===== src/rtl/mm_pkg.sv =====
// ----------------------------------------------------------------------------
// Matrix multiply package
// Shared sizes, codes, types and helper functions for the matrix multiply
// block and its sub-modules.
// ----------------------------------------------------------------------------
package mm_pkg;

   localparam int MAX_DIM   = 8;
   localparam int FRAC_BITS = 16;
   localparam int DATA_W    = 32;
   localparam int IDX_W     = 3;
   localparam int DIM_W     = 4;
   localparam int OP_W      = 2;
   localparam int CSR_IDX_W = 2;
   localparam int CSR_W     = 4;
   localparam int DEPTH     = MAX_DIM * MAX_DIM;
   localparam int ADDR_W    = (DEPTH > 1) ? $clog2(DEPTH) : 1;
   localparam int PROD_W    = 2 * DATA_W;
   localparam int ACC_W     = PROD_W + ((MAX_DIM > 1) ? $clog2(MAX_DIM) : 0) + 1;

   typedef enum logic [OP_W-1:0] {
      OP_WRITE_A = 2'd0,
      OP_WRITE_B = 2'd1,
      OP_START   = 2'd2
   } op_type;

   typedef enum logic [CSR_IDX_W-1:0] {
      CSR_RESULT_ROWS = 2'd0,
      CSR_INNER_LEN   = 2'd1,
      CSR_RESULT_COLS = 2'd2,
      CSR_TRANSPOSE_B = 2'd3
   } csr_index_type;

   typedef enum logic [1:0] {
      ST_IDLE,
      ST_ISSUE,
      ST_FINISH
   } state_type;

   // One step of a dot product as it travels down the multiply-accumulate pipe.
   typedef struct packed {
      logic valid;
      logic first;
      logic last;
   } mac_step_type;

   // Highest index for a configured size; zero acts as one, oversize as MAX_DIM.
   function automatic logic [IDX_W-1:0] dim_last(input logic [DIM_W-1:0] size);
      logic [IDX_W-1:0] result;
      if (size == '0) begin
         result = '0;
      end else if (size > DIM_W'(MAX_DIM)) begin
         result = IDX_W'(MAX_DIM - 1);
      end else begin
         result = IDX_W'(size - DIM_W'(1));
      end
      return result;
   endfunction

   // Flat store address of a row and column.
   function automatic logic [ADDR_W-1:0] addr_of(input logic [IDX_W-1:0] row,
                                                 input logic [IDX_W-1:0] col);
      return ADDR_W'(int'(row) * MAX_DIM + int'(col));
   endfunction

endpackage


===== src/rtl/mm_ram.sv =====
// ----------------------------------------------------------------------------
// Element store
// One matrix of signed words: one write port and one read port with
// registered read data.
// ----------------------------------------------------------------------------
module mm_ram (
   input  logic                       clock,
   input  logic                       wr_en,
   input  logic [mm_pkg::ADDR_W-1:0]  wr_addr,
   input  logic [mm_pkg::DATA_W-1:0]  wr_data,
   input  logic [mm_pkg::ADDR_W-1:0]  rd_addr,
   output logic [mm_pkg::DATA_W-1:0]  rd_data
);

   logic [mm_pkg::DATA_W-1:0] mem [mm_pkg::DEPTH];
   logic [mm_pkg::DATA_W-1:0] rd_data_ff;

   always_ff @(posedge clock) begin
      if (wr_en) begin
         mem[wr_addr] <= wr_data;
      end
   end

   always_ff @(posedge clock) begin
      rd_data_ff <= mem[rd_addr];
   end

   assign rd_data = rd_data_ff;

endmodule


===== config.mk =====
export PLATFORM = sky130hd
export DESIGN_NAME = mm_ram
export DESIGN_NICKNAME = d
export VERILOG_FILES = /design/src/rtl/mm_pkg.sv /design/src/rtl/mm_ram.sv
export SDC_FILE = /design/constraint.sdc
export NUM_CORES = 2
export LEC_CHECK = 0
export BUFFER_PORTS_ARGS = -buffer_cell sky130_fd_sc_hd__buf_2
export CAP_MARGIN = 20
export CORE_ASPECT_RATIO = 1.1
export CORE_MARGIN = 1
export CORE_UTILIZATION = 40
export DETAILED_ROUTE_END_ITERATION = 7
export GPL_TIMING_DRIVEN = 0
export HOLD_SLACK_MARGIN = 0.1
export SKIP_CTS_REPAIR_TIMING = 1
export SLEW_MARGIN = 20
export SYNTH_ARGS = -nofsm -noshare
export SYNTH_HDL_FRONTEND = slang
export SYNTH_SLANG_ARGS = --single-unit

===== constraint.sdc =====
create_clock -name clock -period 3.4 [get_ports clock]
set_clock_uncertainty 0.05 [all_clocks]
set_input_delay 0.34 -clock clock [delete_from_list [all_inputs] [get_ports clock]]
set_output_delay 0.34 -clock clock [all_outputs]
set_load 0.01 [all_outputs]

==> results.toml <==
[outcome]
violations = "setup timing"
run_status = "finished, violations left"

[pwr]
power_density_nw_per_um2 = 584
leakage_uw = 0.0289
total_power_uw = 54200
vdd_drop_max_v = 0.000384

[logic_synthesis]
ys_warn_count = 0
synth-edff-count = 2048
synth_nets = 3370
synth_flop_cell = "edfxtp_1"
syn_area_um2 = 78500
ys_async_sr_fraction_pct = 0
ys_ff_latch = 2080
synthCells = 3324
avgSynthCellArea_um2 = 23.6
yosysSeqAreaShare_pct = 79.1
yosysUniqueCellTypes = 34

[global_routing]
first_global_vias = 38500
overflow = 0
grt_max_degree = 65
track_usage_pct = 24.2
grt_pass1_wl_um = 324000
antenna_found_initial = 18

[routing]
drcViolationCount = 0
drtAntennaViolNets = 0
drt_wl_total_um = 240000
vias = 39300
initialDrtViolationCount = 6394
wl_per_cell_um = 36.8
vias_per_cell = 6.03
drtPass1Iterations = 6

[timing]
max_freq_mhz = 276
report.final.slew_viol_count = 0
setup_viol = 9
setup_ws_ns = -0.222
timing.final.crit_share_pct = 107
hold_slack_ns = 0.0909
final.min_clock_period_ns = 3.62
maxSlewHeadroom_pct = 19.9
tightest_slew_ns = 1.20
hold_viol_final = 0
tns_ns = -0.604

[clock_network]
insertion_delay_ns = 0.87
cts_sinks = 2080
cts_root_buffer = "clkbuf_16"
tritoncts = "done"
h-tree-depth = 4
path_clk_slew_ns = 0.06
cts-buffers-inserted = 204
clk_path_buf_depth = 3

[layout]
postLayoutCoreUtil_pct = 47.5
syn_to_final_growth_pct = 18.1
drive_gt1_share_pct = 30.8
final_common_cell = "edfxtp_1"
layout_common_cells = "2048 x edfxtp_1, 544 x mux4_2, 204 x clkbuf_16, 96 x buf_2, 94 x clkbuf_1"
nets = 3809
fin_cells = 6516

[critical_path]
cp-start-kind = "primary input"
crit_arrival_ns = 4.24
path_class = "primary input to flop"
cp.required_ns = 4.02
path_max_fanout = 10
endpoint_kind = "flop"

[die]
rows = 170
die_y_um = 467
die_width_um = 424
ioPinCount = 78
core_um2 = 195000
start_util_pct = 40.3
dieArea_um2 = 198000

[run]
max_cap_viol_count = 0

[hold_path]
hp-class = "primary input to flop"

[placed_design]
hpwl_um = 156000
gp_congestion = 0.864
portBuffers = 69
place_inst = 6106
## state kept, by name, summed over array words and instances (netlist names)
name,cells
rd_data,32
mem,2048
## where the power goes
group / switching (uW) / internal, uW / total (uW)
clock network: 9840 / 12800 / 22600
logic: 2090 / 1020 / 3110
registers: 49.5 / 28400 / 28400
## metrics by stage
stage,instance area [um2],setup WS (ns)
final,92700,-0.222
after global routing,92700,-0.0783
after CTS,92300,-0.635
after detailed placement,85700,-1.51
after global placement,82100,-2.20
after floorplan,78500,0.358
## critical path, cell delays in order
cell	delay, ns
buf_2	0.44
buf_2	0.41
buf_2	0.37
clkdlybuf4s15_1	0.82
mux4_2	0.35
o22ai_1	0.10
nor2_1	0.54
a21oi_1	0.23
nor2_1	0.59
## Yosys cell counts, types with 4 or more instances
cell	number	share of area, %
nand2_1	26	0.12
nand2b_1	8	0.064
nor3_1	7	0.045
o32ai_1	4	0.045
mux2i_1	93	1.2
nand3b_1	5	0.048
buf_4	25	0.24
buf_1	21	0.10
nor2b_1	15	0.12
dfxtp_1	32	0.82
buf_2	57	0.36
a21oi_1	62	0.40
nand3_1	5	0.032
edfxtp_1	2048	78
buf_6	5	0.072
mux4_2	544	16
a22oi_1	12	0.11
and3_1	4	0.032
a41o_1	4	0.051
o22ai_1	84	0.67
o221ai_1	27	0.30
clkbuf_1	74	0.35
a311oi_1	8	0.089
nor2_1	137	0.65
## final cells by class
class	count	area, um2
multi-input cells	1062	16000
clock buffers	250	5330
flip-flops and latches	2080	62100
well taps	2580	3230
fillers	15500	102000
repair buffers	234	3790
clock inverters	122	1310
plain buffers	181	937
diodes	7	17.5
## routing by layer
| layer | vias up | GRT usage, % | wire length (um) |
|---|---|---|---|
| met5 | - | 0 | 46 |
| met4 | 8 | 11.6 | 12800 |
| met3 | 455 | 4.04 | 21300 |
| met2 | 2335 | 39.4 | 117000 |
| met1 | 21400 | 31.8 | 88400 |
| li1 | 15200 | - | - |
## cells by family after synthesis
family / Yosys count / share of synthesized area, %
simple gates: 223 / 1.27
mux: 637 / 16.8
buf+inv: 182 / 1.13
compound gates: 202 / 1.67
flops: 2080 / 79.1
## worst paths after layout
| check | slack (ns) | from | endpoint | cells after the start |
|---|---|---|---|---|
| worst min register to register | 0.94 | mem[12][8] | rd_data[8] | 4 |
| worst max-delay path | -0.22 | rd_addr[1] | rd_data[26] | 9 |
| worst max register to register | 0.61 | mem[18][18] | rd_data[18] | 4 |
| worst min-delay path | 0.09 | wr_data[6] | mem[0][6] | 1 |
(Power assumes the default switching activity.)
