===== src/rtl/mm_pkg.sv =====
// ----------------------------------------------------------------------------
// Matrix multiply package
// Shared sizes, codes, types and helper functions for the matrix multiply
// block and its sub-modules.
// ----------------------------------------------------------------------------
package mm_pkg;

   localparam int MAX_DIM   = 8;
   localparam int FRAC_BITS = 16;
   localparam int DATA_W    = 32;
   localparam int IDX_W     = 3;
   localparam int DIM_W     = 4;
   localparam int OP_W      = 2;
   localparam int CSR_IDX_W = 2;
   localparam int CSR_W     = 4;
   localparam int DEPTH     = MAX_DIM * MAX_DIM;
   localparam int ADDR_W    = (DEPTH > 1) ? $clog2(DEPTH) : 1;
   localparam int PROD_W    = 2 * DATA_W;
   localparam int ACC_W     = PROD_W + ((MAX_DIM > 1) ? $clog2(MAX_DIM) : 0) + 1;

   typedef enum logic [OP_W-1:0] {
      OP_WRITE_A = 2'd0,
      OP_WRITE_B = 2'd1,
      OP_START   = 2'd2
   } op_type;

   typedef enum logic [CSR_IDX_W-1:0] {
      CSR_RESULT_ROWS = 2'd0,
      CSR_INNER_LEN   = 2'd1,
      CSR_RESULT_COLS = 2'd2,
      CSR_TRANSPOSE_B = 2'd3
   } csr_index_type;

   typedef enum logic [1:0] {
      ST_IDLE,
      ST_ISSUE,
      ST_FINISH
   } state_type;

   // One step of a dot product as it travels down the multiply-accumulate pipe.
   typedef struct packed {
      logic valid;
      logic first;
      logic last;
   } mac_step_type;

   // Highest index for a configured size; zero acts as one, oversize as MAX_DIM.
   function automatic logic [IDX_W-1:0] dim_last(input logic [DIM_W-1:0] size);
      logic [IDX_W-1:0] result;
      if (size == '0) begin
         result = '0;
      end else if (size > DIM_W'(MAX_DIM)) begin
         result = IDX_W'(MAX_DIM - 1);
      end else begin
         result = IDX_W'(size - DIM_W'(1));
      end
      return result;
   endfunction

   // Flat store address of a row and column.
   function automatic logic [ADDR_W-1:0] addr_of(input logic [IDX_W-1:0] row,
                                                 input logic [IDX_W-1:0] col);
      return ADDR_W'(int'(row) * MAX_DIM + int'(col));
   endfunction

endpackage


===== src/rtl/mm_mac.sv =====
// ----------------------------------------------------------------------------
// Multiply-accumulate unit
// Shared signed 32x32 multiplier with a wide accumulator, followed by
// rounding to the fixed-point format and saturation to 32 bits.
// ----------------------------------------------------------------------------
module mm_mac (
   input  logic                       clock,
   input  logic                       reset,
   input  mm_pkg::mac_step_type       step,
   input  logic [mm_pkg::DATA_W-1:0]  a_data,
   input  logic [mm_pkg::DATA_W-1:0]  b_data,
   input  logic                       emit,
   output logic                       done,
   output logic [mm_pkg::DATA_W-1:0]  value
);

   localparam int ACC_W = mm_pkg::ACC_W;
   localparam int DATA_W = mm_pkg::DATA_W;
   localparam int PROD_W = mm_pkg::PROD_W;
   localparam int BIAS_SHIFT = (mm_pkg::FRAC_BITS > 0) ? mm_pkg::FRAC_BITS - 1 : 0;
   localparam logic [ACC_W-1:0] ROUND_BIAS =
      (mm_pkg::FRAC_BITS > 0) ? (ACC_W'(1) << BIAS_SHIFT) : '0;
   localparam logic [DATA_W-1:0] SAT_MAX = {1'b0, {(DATA_W-1){1'b1}}};
   localparam logic [DATA_W-1:0] SAT_MIN = {1'b1, {(DATA_W-1){1'b0}}};

   mm_pkg::mac_step_type            s1_ff, s2_ff;
   logic signed [PROD_W-1:0]        prod_ff;
   logic signed [ACC_W-1:0]         acc_ff, acc_in;
   logic                            done_ff, done_in;
   logic [ACC_W-1:0]                rounded;
   logic signed [ACC_W-1:0]         shifted;
   logic [ACC_W-DATA_W:0]           upper;

   // Step flags follow the read data of the stores, then the product.
   always_ff @(posedge clock) begin
      if (reset) begin
         s1_ff   <= '0;
         s2_ff   <= '0;
         done_ff <= 1'b0;
      end else begin
         s1_ff   <= step;
         s2_ff   <= s1_ff;
         done_ff <= done_in;
      end
   end

   always_ff @(posedge clock) begin
      prod_ff <= $signed(a_data) * $signed(b_data);
      acc_ff  <= acc_in;
   end

   always_comb begin
      acc_in = acc_ff;
      if (s2_ff.valid) begin
         if (s2_ff.first) begin
            acc_in = {{(ACC_W-PROD_W){prod_ff[PROD_W-1]}}, prod_ff};
         end else begin
            acc_in = acc_ff + {{(ACC_W-PROD_W){prod_ff[PROD_W-1]}}, prod_ff};
         end
      end
   end

   always_comb begin
      done_in = done_ff;
      if (emit) begin
         done_in = 1'b0;
      end else if (s2_ff.valid && s2_ff.last) begin
         done_in = 1'b1;
      end
   end

   // Round half up, then saturate when the bits above the sign are not uniform.
   always_comb begin
      rounded = acc_ff + ROUND_BIAS;
      shifted = $signed(rounded) >>> mm_pkg::FRAC_BITS;
      upper   = shifted[ACC_W-1:DATA_W-1];
      if ((upper == '0) || (upper == '1)) begin
         value = shifted[DATA_W-1:0];
      end else if (shifted[ACC_W-1]) begin
         value = SAT_MIN;
      end else begin
         value = SAT_MAX;
      end
   end

   assign done = done_ff;

endmodule


===== config.mk =====
export PLATFORM = sky130hd
export DESIGN_NAME = mm_mac
export DESIGN_NICKNAME = d
export VERILOG_FILES = /design/src/rtl/mm_pkg.sv /design/src/rtl/mm_mac.sv
export SDC_FILE = /design/constraint.sdc
export NUM_CORES = 2
export LEC_CHECK = 0
export BUFFER_PORTS_ARGS = -buffer_cell sky130_fd_sc_hd__buf_2
export CORE_AREA = 4 4 398 400
export DETAILED_ROUTE_END_ITERATION = 10
export DIE_AREA = 0 0 402 404
export GPL_TIMING_DRIVEN = 0
export PLACE_DENSITY = 0.5
export SKIP_CTS_REPAIR_TIMING = 1
export SYNTH_ARGS = -nofsm -noshare
export SYNTH_HDL_FRONTEND = slang
export SYNTH_SLANG_ARGS = --single-unit

===== constraint.sdc =====
create_clock -name clock -period 9.5 [get_ports clock]
set_input_delay 0.475 -clock clock [delete_from_list [all_inputs] [get_ports clock]]
set_output_delay 0.475 -clock clock [all_outputs]
set_load 0.005 [all_outputs]

==> metrics list <==
- Number of enable flip-flop cells after synthesis: 68
- The filler cells instantiated in the layout total 16440.
- Number of cell instances on the worst register-to-register path: 12
- The finished layout holds 7280 standard cells, fillers aside.
- The clock passes through at most 2 buffers.
- Count of mapped cells out of synthesis: 5063
- In this run the remaining antenna-violating nets after routing total 0.
- Setup repair after global routing left no endpoint under its margin.
* DRC marker count from the first detailed-route iteration: 2913
- The kind of cell with the highest combined delay along the critical path is adder cells.
- Post-synthesis compound-gate area fraction: 0.08066
* Mean instance size in the synthesized netlist: 9.136 µm²
- Nets@finish: 6599
- In this run the standard cell core region covers 155300 µm².
* Slew HR: 0.08705
- Flip-flop and latch count after synthesis: 139
* Clock tree from TritonCTS: yes
* CTS root buffer: clkbuf_16
- Synth area leader: fa_1
- Final Max Slew Viols: 0
- Area Overhead vs Synth: 8.304%
- Sinks on the clock net: 139
* Parity-gate share of the synthesized area counting xor and xnor cells: 0.03086
- Registers take 3467 µm².
- Among all flip-flop cells after synthesis, the most frequent one is dfxtp_1.
* Endpoints failing hold: 0
- The critical path starts at b_data[31].
* Type of the most critical hold path: in2reg
* Main combinational cell family by area after synthesis: adder cells
- The netlist uses 90 different library cells.
- Worst-path fanout max: 10
- For the finished layout, the period the worst path requires is 9.222 ns.
- The initial antenna violation count was 27.
- Number of max-cap violations: 0
* Worst Hold Path Cells: 2
* Residual DRC count: 0
- The die covers 162400 µm².
- At the worst endpoint, the required time is 9.84 ns.
- Leaving out fill and tap cells, the most frequent cell in the layout is fa_1.
- CTS HTree Levels: 4
* Largest net degree at the start of global routing: 61
- The share of synthesized area in the top cell type comes to 0.4687.
* Cells taking the most area after synthesis: fa_1, inv_1, and2_1
- For hold timing, the worst endpoint is done$_SDFFE_PP0P_.
- Worst min-delay path startpoint: emit
- Height of the die: 404 µm
- The worst setup path is captured at a flop.
- The via count of the first global-routing pass came to 37793.
- Worst flop-to-flop path startpoint: acc_ff[21]$_DFFE_PP_
- Fraction of registers with async set or reset after synthesis: 0
- Routed vias: 35844
- For this run, the register share of the synthesized area comes to 0.07487.
- Clock latency of the later-clocked register in the worst-skew pair: 0.45 ns
- Register-to-register path setup slack: 5.45 ns
- Of the post-synthesis cell area, the part taken by muxes is 0.002137.
- Largest stage delay, worst path: 0.86 ns
- The flow ran to the end, and the final reports show no timing, DRC or antenna violations.
- Avg Vias per Cell: 4.924
- On the critical path, the stage with the largest delay is an instance of clkbuf_1.
- Reg-to-reg critical path endpoint: acc_ff[65]$_DFFE_PP_
- The count of buffers added on input and output ports is 102.
* Final setup skew: 0.01816 ns
* Total Routed Length: 176.8 mm
* Standard-cell row count: 145
* Initial core utilization: 0.2979
- After clock tree synthesis, the clock-pin slew on the worst setup and hold paths is 0.07 ns.
- Post-Synthesis Net Count: 6468
- Post-Synth Adder-Cell Area: 0.5369
- X dimension of the die: 402 µm
- The cell that appears most often on the critical path is fa_1.
* Area occupied by multi-input gates: 37750 µm²
* Number of ports placed on the die boundary: 103
- Synth warnings: 0
* Fraction of final layout cells sized beyond drive strength 1: 0.04801
- Number of search-and-repair iterations in the first detailed-routing pass: 8
- Gpl congestion: 0.9693
- Setup CP Type: in2reg
* Maximum achievable frequency: 108.4 MHz
- Across every metal layer, demand over resource in global routing totals 0.2190.
* Worst slew pin tran: 1.369 ns
* # setup viols final: 0
* Final HPWL from detailed placement: 145.0 mm
* Wire length of the first global-routing pass: 259.7 mm
* Data arrival time of the worst path: 9.57 ns
- Dividing the detail-routed wire length by the instance count gives 24.28 µm.
- The library cells used most frequently in the layout, excluding fill and tap cells, are fa_1, inv_1, nand2_1.
- Cell area after technology mapping: 46260 µm²
* Period Utilization, post-route: 0.9707
- TritonCTS buffer count: 17
* Number of instances in the placed design: 7224
* Buffers plus inverters on the worst setup path: 6
- The worst setup path is launched from an input port.
* Total global routing overflow: 0
- Of the total synthesized cell area, the portion taken by AND, OR, NAND and NOR gates is 0.1653.
==> stage by stage <==
step | setup slack (ns) | TNS (ns) | utilization | area (µm²) | hold WS (ns)
finish | 0.2782 | 0 | 0.3226 | 50100 | 0.1950
floorplan | 1.509 | 0 | - | 46260 | 0.4138
detailed placement | -1.082 | -4.428 | 0.3179 | 49370 | 0.4306
CTS | -0.6200 | -1.303 | 0.3215 | 49940 | 0.1740
global route | 0.009073 | 0 | 0.3224 | 50060 | 0.1855
global placement | -1.028 | -4.213 | 0.3177 | 49340 | 0.4182
==> flip-flops by register name (all words and copies together) (netlist names) <==
name	cells
acc_ff	68
prod_ff	64
s1_ff	3
s2_ff	3
done	1
==> cells by family (layout without fill, tap and decap cells) <==
logic type	after synthesis	count (layout)
other	0	15
buffers and inverters	1331	1475
flip-flops	139	139
AND/OR/NAND/NOR	1517	1517
adder cells (fa/ha/maj)	1335	1335
AO/OA/AOI/OAI	569	569
multiplexers	9	9
XOR/XNOR	163	163
==> how the worst max path moves through the flow <==
stage | endpoint | depth (start not counted)
2_1_floorplan | prod_ff[63]$_DFF_P_ | 26
6_report | prod_ff[63]$_DFF_P_ | 26
3_3_place_gp | prod_ff[63]$_DFF_P_ | 27
3_5_place_dp | prod_ff[63]$_DFF_P_ | 27
5_1_grt | prod_ff[63]$_DFF_P_ | 26
4_1_cts | prod_ff[63]$_DFF_P_ | 27
==> area by class of cell <==
class | instances | area share
clock buffers | 18 | 0.008566
well taps | 2058 | 0.05140
clock inverters | 14 | 0.002647
repair buffers | 112 | 0.01209
multi-input cells | 3593 | 0.7535
inverters | 1070 | 0.08017
plain buffers | 261 | 0.02170
flip-flops and latches | 139 | 0.06921
diodes | 15 | 0.0007493
==> Yosys cell counts, types with 17 or more instances <==
| cell type | n |
|---|---|
| o21bai_1 | 23 |
| fa_1 | 1083 |
| o211ai_1 | 19 |
| dfxtp_1 | 71 |
| a31oi_1 | 20 |
| a21oi_2 | 30 |
| o21a_1 | 22 |
| nor3_1 | 19 |
| ha_1 | 252 |
| nand2b_1 | 18 |
| edfxtp_1 | 68 |
| nand3_1 | 45 |
| nor2b_1 | 17 |
| and2_1 | 526 |
| nand4_1 | 46 |
| xor2_1 | 62 |
| inv_1 | 1068 |
| and3_1 | 22 |
| xnor2_1 | 101 |
| a21oi_1 | 144 |
| nor2_1 | 109 |
| o21ai_0 | 135 |
| nand2_1 | 653 |
| a21o_1 | 75 |
| clkbuf_1 | 244 |
==> layer usage <==
layer	part of all wire	GRT usage	up-vias	routed length [µm]
met5	0.00031	0	-	55
met4	0.048	0.08747	8	8485
met3	0.088	0.04803	339	15570
met2	0.44	0.3447	1550	77960
met1	0.42	0.2940	18382	74700
li1	-	-	15565	-
==> worst reg2reg max path: cells and delay by family (launching register included) <==
| kind | cells | cell delay, ns |
|---|---|---|
| buffers and inverters | 1 | 0.35 |
| AO/OA/AOI/OAI | 7 | 1.97 |
| flip-flops | 1 | 0.49 |
| AND/OR/NAND/NOR | 2 | 0.49 |
| adder cells (fa/ha/maj) | 1 | 0.32 |
| XOR/XNOR | 1 | 0.15 |
Power is not shown: default switching activity piles up to over one toggle a cycle in this logic, so the estimate is an artifact.
