### src/rtl/mm_pkg.sv
// ----------------------------------------------------------------------------
// Matrix multiply package
// Shared sizes, codes, types and helper functions for the matrix multiply
// block and its sub-modules.
// ----------------------------------------------------------------------------
package mm_pkg;

   localparam int MAX_DIM   = 8;
   localparam int FRAC_BITS = 16;
   localparam int DATA_W    = 32;
   localparam int IDX_W     = 3;
   localparam int DIM_W     = 4;
   localparam int OP_W      = 2;
   localparam int CSR_IDX_W = 2;
   localparam int CSR_W     = 4;
   localparam int DEPTH     = MAX_DIM * MAX_DIM;
   localparam int ADDR_W    = (DEPTH > 1) ? $clog2(DEPTH) : 1;
   localparam int PROD_W    = 2 * DATA_W;
   localparam int ACC_W     = PROD_W + ((MAX_DIM > 1) ? $clog2(MAX_DIM) : 0) + 1;

   typedef enum logic [OP_W-1:0] {
      OP_WRITE_A = 2'd0,
      OP_WRITE_B = 2'd1,
      OP_START   = 2'd2
   } op_type;

   typedef enum logic [CSR_IDX_W-1:0] {
      CSR_RESULT_ROWS = 2'd0,
      CSR_INNER_LEN   = 2'd1,
      CSR_RESULT_COLS = 2'd2,
      CSR_TRANSPOSE_B = 2'd3
   } csr_index_type;

   typedef enum logic [1:0] {
      ST_IDLE,
      ST_ISSUE,
      ST_FINISH
   } state_type;

   // One step of a dot product as it travels down the multiply-accumulate pipe.
   typedef struct packed {
      logic valid;
      logic first;
      logic last;
   } mac_step_type;

   // Highest index for a configured size; zero acts as one, oversize as MAX_DIM.
   function automatic logic [IDX_W-1:0] dim_last(input logic [DIM_W-1:0] size);
      logic [IDX_W-1:0] result;
      if (size == '0) begin
         result = '0;
      end else if (size > DIM_W'(MAX_DIM)) begin
         result = IDX_W'(MAX_DIM - 1);
      end else begin
         result = IDX_W'(size - DIM_W'(1));
      end
      return result;
   endfunction

   // Flat store address of a row and column.
   function automatic logic [ADDR_W-1:0] addr_of(input logic [IDX_W-1:0] row,
                                                 input logic [IDX_W-1:0] col);
      return ADDR_W'(int'(row) * MAX_DIM + int'(col));
   endfunction

endpackage

### src/rtl/mm_ctrl.sv
// ----------------------------------------------------------------------------
// Sequencer
// Takes load and start words, walks rows, columns and inner index over the
// stores, and holds the result word until the consumer takes it.
// ----------------------------------------------------------------------------
module mm_ctrl (
   input  logic                       clock,
   input  logic                       reset,
   input  logic                       req_valid,
   output logic                       req_stall,
   input  logic [mm_pkg::OP_W-1:0]    req_op,
   input  logic [mm_pkg::IDX_W-1:0]   req_row_index,
   input  logic [mm_pkg::IDX_W-1:0]   req_col_index,
   input  logic [mm_pkg::DIM_W-1:0]   result_rows,
   input  logic [mm_pkg::DIM_W-1:0]   inner_len,
   input  logic [mm_pkg::DIM_W-1:0]   result_cols,
   input  logic                       transpose_b,
   output logic                       a_wr_en,
   output logic                       b_wr_en,
   output logic [mm_pkg::ADDR_W-1:0]  wr_addr,
   output logic [mm_pkg::ADDR_W-1:0]  a_rd_addr,
   output logic [mm_pkg::ADDR_W-1:0]  b_rd_addr,
   output mm_pkg::mac_step_type       step,
   input  logic                       mac_done,
   input  logic [mm_pkg::DATA_W-1:0]  mac_value,
   output logic                       emit,
   output logic                       rsp_valid,
   input  logic                       rsp_stall,
   output logic [mm_pkg::IDX_W-1:0]   rsp_out_row,
   output logic [mm_pkg::IDX_W-1:0]   rsp_out_col,
   output logic [mm_pkg::DATA_W-1:0]  rsp_out_value,
   output logic                       rsp_last
);

   mm_pkg::state_type            state_ff, state_in;
   logic [mm_pkg::IDX_W-1:0]     r_ff, r_in, c_ff, c_in, k_ff, k_in;
   logic [mm_pkg::IDX_W-1:0]     nr_last_ff, nk_last_ff, nc_last_ff;
   logic                         trans_ff;
   logic                         rsp_valid_ff, rsp_valid_in;
   logic [mm_pkg::IDX_W-1:0]     row_ff, col_ff;
   logic [mm_pkg::DATA_W-1:0]    value_ff;
   logic                         last_ff;
   logic                         accept, start, in_range, last_elem;

   assign accept    = req_valid && !req_stall;
   assign start     = accept && (req_op == mm_pkg::OP_START);
   assign in_range  = ({1'b0, req_row_index} < mm_pkg::DIM_W'(mm_pkg::MAX_DIM)) &&
                      ({1'b0, req_col_index} < mm_pkg::DIM_W'(mm_pkg::MAX_DIM));
   assign last_elem = (r_ff == nr_last_ff) && (c_ff == nc_last_ff);

   // Next state.
   always_comb begin
      state_in = state_ff;
      case (state_ff)
         mm_pkg::ST_IDLE: begin
            if (start) begin
               state_in = mm_pkg::ST_ISSUE;
            end
         end
         mm_pkg::ST_ISSUE: begin
            if (k_ff == nk_last_ff) begin
               state_in = mm_pkg::ST_FINISH;
            end
         end
         mm_pkg::ST_FINISH: begin
            if (emit) begin
               state_in = last_elem ? mm_pkg::ST_IDLE : mm_pkg::ST_ISSUE;
            end
         end
         default: state_in = mm_pkg::ST_IDLE;
      endcase
   end

   // Outputs and counters.
   always_comb begin
      req_stall    = 1'b1;
      step         = '0;
      emit         = 1'b0;
      r_in         = r_ff;
      c_in         = c_ff;
      k_in         = k_ff;
      a_wr_en      = 1'b0;
      b_wr_en      = 1'b0;
      rsp_valid_in = rsp_valid_ff && rsp_stall;
      case (state_ff)
         mm_pkg::ST_IDLE: begin
            req_stall = 1'b0;
            a_wr_en   = accept && in_range && (req_op == mm_pkg::OP_WRITE_A);
            b_wr_en   = accept && in_range && (req_op == mm_pkg::OP_WRITE_B);
            if (start) begin
               r_in = '0;
               c_in = '0;
               k_in = '0;
            end
         end
         mm_pkg::ST_ISSUE: begin
            step.valid = 1'b1;
            step.first = (k_ff == '0);
            step.last  = (k_ff == nk_last_ff);
            k_in       = step.last ? '0 : k_ff + mm_pkg::IDX_W'(1);
         end
         mm_pkg::ST_FINISH: begin
            emit = mac_done && (!rsp_valid_ff || !rsp_stall);
            if (emit) begin
               rsp_valid_in = 1'b1;
               if (c_ff == nc_last_ff) begin
                  c_in = '0;
                  r_in = r_ff + mm_pkg::IDX_W'(1);
               end else begin
                  c_in = c_ff + mm_pkg::IDX_W'(1);
               end
            end
         end
         default: begin
            req_stall = 1'b1;
         end
      endcase
   end

   assign wr_addr   = mm_pkg::addr_of(req_row_index, req_col_index);
   assign a_rd_addr = mm_pkg::addr_of(r_ff, k_ff);
   assign b_rd_addr = trans_ff ? mm_pkg::addr_of(c_ff, k_ff) : mm_pkg::addr_of(k_ff, c_ff);

   always_ff @(posedge clock) begin
      if (reset) begin
         state_ff     <= mm_pkg::ST_IDLE;
         rsp_valid_ff <= 1'b0;
         r_ff         <= '0;
         c_ff         <= '0;
         k_ff         <= '0;
      end else begin
         state_ff     <= state_in;
         rsp_valid_ff <= rsp_valid_in;
         r_ff         <= r_in;
         c_ff         <= c_in;
         k_ff         <= k_in;
      end
   end

   always_ff @(posedge clock) begin
      if (start) begin
         nr_last_ff <= mm_pkg::dim_last(result_rows);
         nk_last_ff <= mm_pkg::dim_last(inner_len);
         nc_last_ff <= mm_pkg::dim_last(result_cols);
         trans_ff   <= transpose_b;
      end
      if (emit) begin
         row_ff   <= r_ff;
         col_ff   <= c_ff;
         value_ff <= mac_value;
         last_ff  <= last_elem;
      end
   end

   assign rsp_valid     = rsp_valid_ff;
   assign rsp_out_row   = row_ff;
   assign rsp_out_col   = col_ff;
   assign rsp_out_value = value_ff;
   assign rsp_last      = last_ff;

endmodule

### config.mk
export PLATFORM = sky130hd
export DESIGN_NAME = mm_ctrl
export DESIGN_NICKNAME = d
export VERILOG_FILES = /design/src/rtl/mm_pkg.sv /design/src/rtl/mm_ctrl.sv
export SDC_FILE = /design/constraint.sdc
export NUM_CORES = 1
export LEC_CHECK = 0
export BUFFER_PORTS_ARGS = -buffer_cell sky130_fd_sc_hd__buf_2
export CAP_MARGIN = 10
export CELL_PAD_IN_SITES_DETAIL_PLACEMENT = 0
export CELL_PAD_IN_SITES_GLOBAL_PLACEMENT = 1
export CORE_UTILIZATION = 30
export CTS_CLUSTER_SIZE = 14
export DETAILED_ROUTE_END_ITERATION = 7
export PLACE_DENSITY_LB_ADDON = 0.1
export SYNTH_ARGS = -nofsm -noshare
export SYNTH_HDL_FRONTEND = slang
export SYNTH_SLANG_ARGS = --single-unit
### constraint.sdc
create_clock -name clock -period 2 [get_ports clock]
set_input_delay 0.1 -clock clock [delete_from_list [all_inputs] [get_ports clock]]
set_output_delay 0.1 -clock clock [all_outputs]
set_load 0.02 [all_outputs]
==> results.md <==
* P_sw at 575.3 uW
* Pwr/cell area at 798.7 mW/mm2
* First-pass DRT Iterations at 4
* Worst Skew at 5.728 ps
* Ys flop type: edfxtp_1
* Worst Setup SP: state_ff[1]
* Seq pwr share at 45.3%
* Post-synth EDFFs at 49
* Post-Syn Instances at 181
* Max incr delay on CP at 350 ps
* Area Overhead vs Synth at 50.59%
* Gates resized, CTS repair at 0
* GRT Overall Usage at 13.04%
* Layout cells sized above 1 at 43.92%
* Share of the synthesized area in the top cell type at 57.82%
* Metal2 WL at 2536 um
* Hold_sp: result_cols[3]
* HP Class: in -> reg
* # nets final at 397
* CTS tree: built
* Port Buf Inserts at 110
* Ys Warns at 0
* Most common cell in the netlist: edfxtp_1
* Power share of the clock group at 48.0%
* Routability congestion estimate at 0.7230
* Core ar. at 0.008217 mm2
* WP data required at 1900 ps
* Setup repair after global routing missed its margin: no
* Num CTS Buffers at 9
* Synth unique cells at 41
* Worst Tran Pin Value at 563.7 ps
* Int Power at 2486 uW
* Clk_lat worst skew at 330 ps
* Vias at 1885
* Cell area after synthesis at 0.002545 mm2
* Routed length on met1 at 2507 um
* RR Startpoint: c_ff[0]
* Mean cell area of the mapped netlist at 14.06 um2
* Htree depth at 3
* CP max-delay cell: dfxtp_1
* Worst-case clock buffer depth at 2
* Ratio of final minimum period to clock period at 88.12%
* Max-cap viol count at 0
* Die X at 94.11 um
* Synth top cells by count: 49 x edfxtp_1, 16 x inv_1, 12 x dfxtp_1
* Wire length on met3 at 490 um
* Top fanout value on the critical path at 28
* Vias in the first global route at 1755
* # IOs at 123
* Initial cell density of the core at 30.97%
* R2R Setup Slk at 320 ps
* Register bit count reported by yosys at 61
* Maximum clock rate at 567.4 MHz
* Critical path arrival at 1660 ps
* Peak VDD IR at 0.3984 mV
* Gate power share at 6.6%
* Crit end category: primary output
* Final Setup Violations at 0
* Status: completed
* Leakage power figure at 0.001651 uW
* Min Clock Period, post-route at 1762 ps
* Routed Wire Length at 5622 um
* Die area at 0.008856 mm2
* Dominant cell type by area after synthesis: edfxtp_1
* Grt ovf at 0
* Top sig layer: met4
* Clock Pin Slew Worst Setup and Hold Paths at 70 ps
* Asr flop ratio synth at 0%
* Largest net degree at the start of global routing at 29
* Switching Share at 18.79%
* FP Rows at 33
* Dpl hpwl at 4094 um
* CP Cell Sequence: nor2b_1 > nand3_2 > clkinvlp_4 > buf_12 > buf_2
* Setup tns final at 0 ps
* DRC errors left at 0
* Post-Route Utilization at 46.64%
* Rel. slew slack at 62.07%
* Routed len/inst at 12.72 um
* Routed Antenna Nets at 0
* Initial antenna violation count at 0
* Initial drt markers at 70
* Routed vias/inst at 4.265
* Startpoint Class: flop
* CTS Sinks at 61
* First-pass GRT wire length at 8493 um
* Antenna diodes at 0
* Setup Crit Path Kind: reg -> out
* Syn nets at 246
* Final slew viol count at 0
* Ranking of synthesized cells by area: edfxtp_1 58%, dfxtp_1 9.4%, ha_1 3.4%
* Final hold violation count at 0
* Total power at 3061 uW
* Die Y-Extent at 94.11 um
* Seq/Total Area, Yosys at 67.26%
* Root Buffer: clkbuf_8
==> worst paths after layout <==
| check | to | cells after the start |
|---|---|---|
| worst max-delay path | emit | 5 |
| worst max register to register | state_ff[0] | 4 |
| worst min register to register | rsp_out_row[2] | 0 |
| worst min-delay path | nc_last_ff[2] | 2 |
==> sequential cells by signal, indices dropped and copies added (netlist names) <==
name	flops
rsp_out_value	32
c_ff	3
k_ff	3
nc_last_ff	3
nk_last_ff	3
nr_last_ff	3
r_ff	3
rsp_out_col	3
rsp_out_row	3
state_ff	2
rsp_last	1
rsp_valid	1
trans_ff	1
==> logic make-up (layout without fill, tap and decap cells) <==
| group | after synthesis | count (layout) | synth area share [%] |
|---|---|---|---|
| XOR/XNOR | 9 | 9 | 3.982 |
| flip-flops | 61 | 61 | 67.26 |
| multiplexers | 5 | 5 | 2.163 |
| AO/OA/AOI/OAI | 27 | 27 | 6.588 |
| adder cells (fa/ha/maj) | 11 | 11 | 5.015 |
| buffers and inverters | 26 | 182 | 4.916 |
| AND/OR/NAND/NOR | 42 | 42 | 10.08 |
==> cells in the final DEF, fill, tap and decap left out, types with 4 or more instances in the layout <==
cell / synthesis / layout
dfxtp_1: 12 / 12
bufinv_16: 0 / 4
nor2b_1: 4 / 4
edfxtp_1: 49 / 49
buf_2: 1 / 110
a21oi_1: 8 / 8
mux2_2: 4 / 4
xor2_1: 6 / 6
inv_1: 16 / 15
clkbuf_8: 0 / 10
nand2_1: 11 / 11
ha_1: 7 / 7
buf_4: 7 / 6
dlygate4sd3_1: 0 / 33
o21ai_0: 7 / 7
maj3_1: 4 / 4
==> worst max-delay path, delay by kind of cell (launching register included) <==
family,cells,cell delay (ps)
and+or+nand+nor,2,420
buffers and inverters,3,560
DFF,1,350
==> power groups by stage <==
stage / sequential (uW) / clock [uW] / combinational [uW]
after floorplan: 1420 / 0 / 90.4
after detailed placement: 1420 / 0 / 156
after CTS: 1390 / 1510 / 207
after global placement: 1420 / 0 / 153
after global routing: 1390 / 1560 / 226
final: 1390 / 1470 / 203
==> metal layers <==
metal	vias to the layer above	GRT usage (%)
met5	-	0
met4	0	6.282
met3	11	4.773
met2	86	19.95
met1	836	16.20
li1	952	-
==> area by class of cell <==
type | instances | area (um2)
clock buffers | 10 | 137.6
clock inverters | 6 | 133.9
fillers | 801 | 4384
inverters | 16 | 63.81
multi-input cells | 94 | 708.2
flip-flops and latches | 61 | 1712
well taps | 105 | 131.4
repair buffers | 150 | 945.9
==> what timing repair did <==
| action | in CTS | in global routing |
|---|---|---|
| hold buffers | 33 | 0 |
| buffers inserted | 0 | 2 |
| setup endpoints to repair | 0 | 1 |
| endpoints found under the hold margin | 33 | 0 |
==> stage by stage <==
stage | setup WS [ps] | cells | instance area [um2] | hold slack, ps
2_1_floorplan | 39.83 | 181 | 2549 | 198.9
3_3_place_gp | 367.2 | 391 | 3216 | 200.3
3_5_place_dp | 337.9 | 391 | 3216 | 200.3
4_1_cts | 106.6 | 440 | 3817 | 33.18
5_1_grt | 77.30 | 442 | 3832 | 42.63
6_report | 237.5 | 442 | 3832 | 50.37
(Power assumes the default switching activity.)
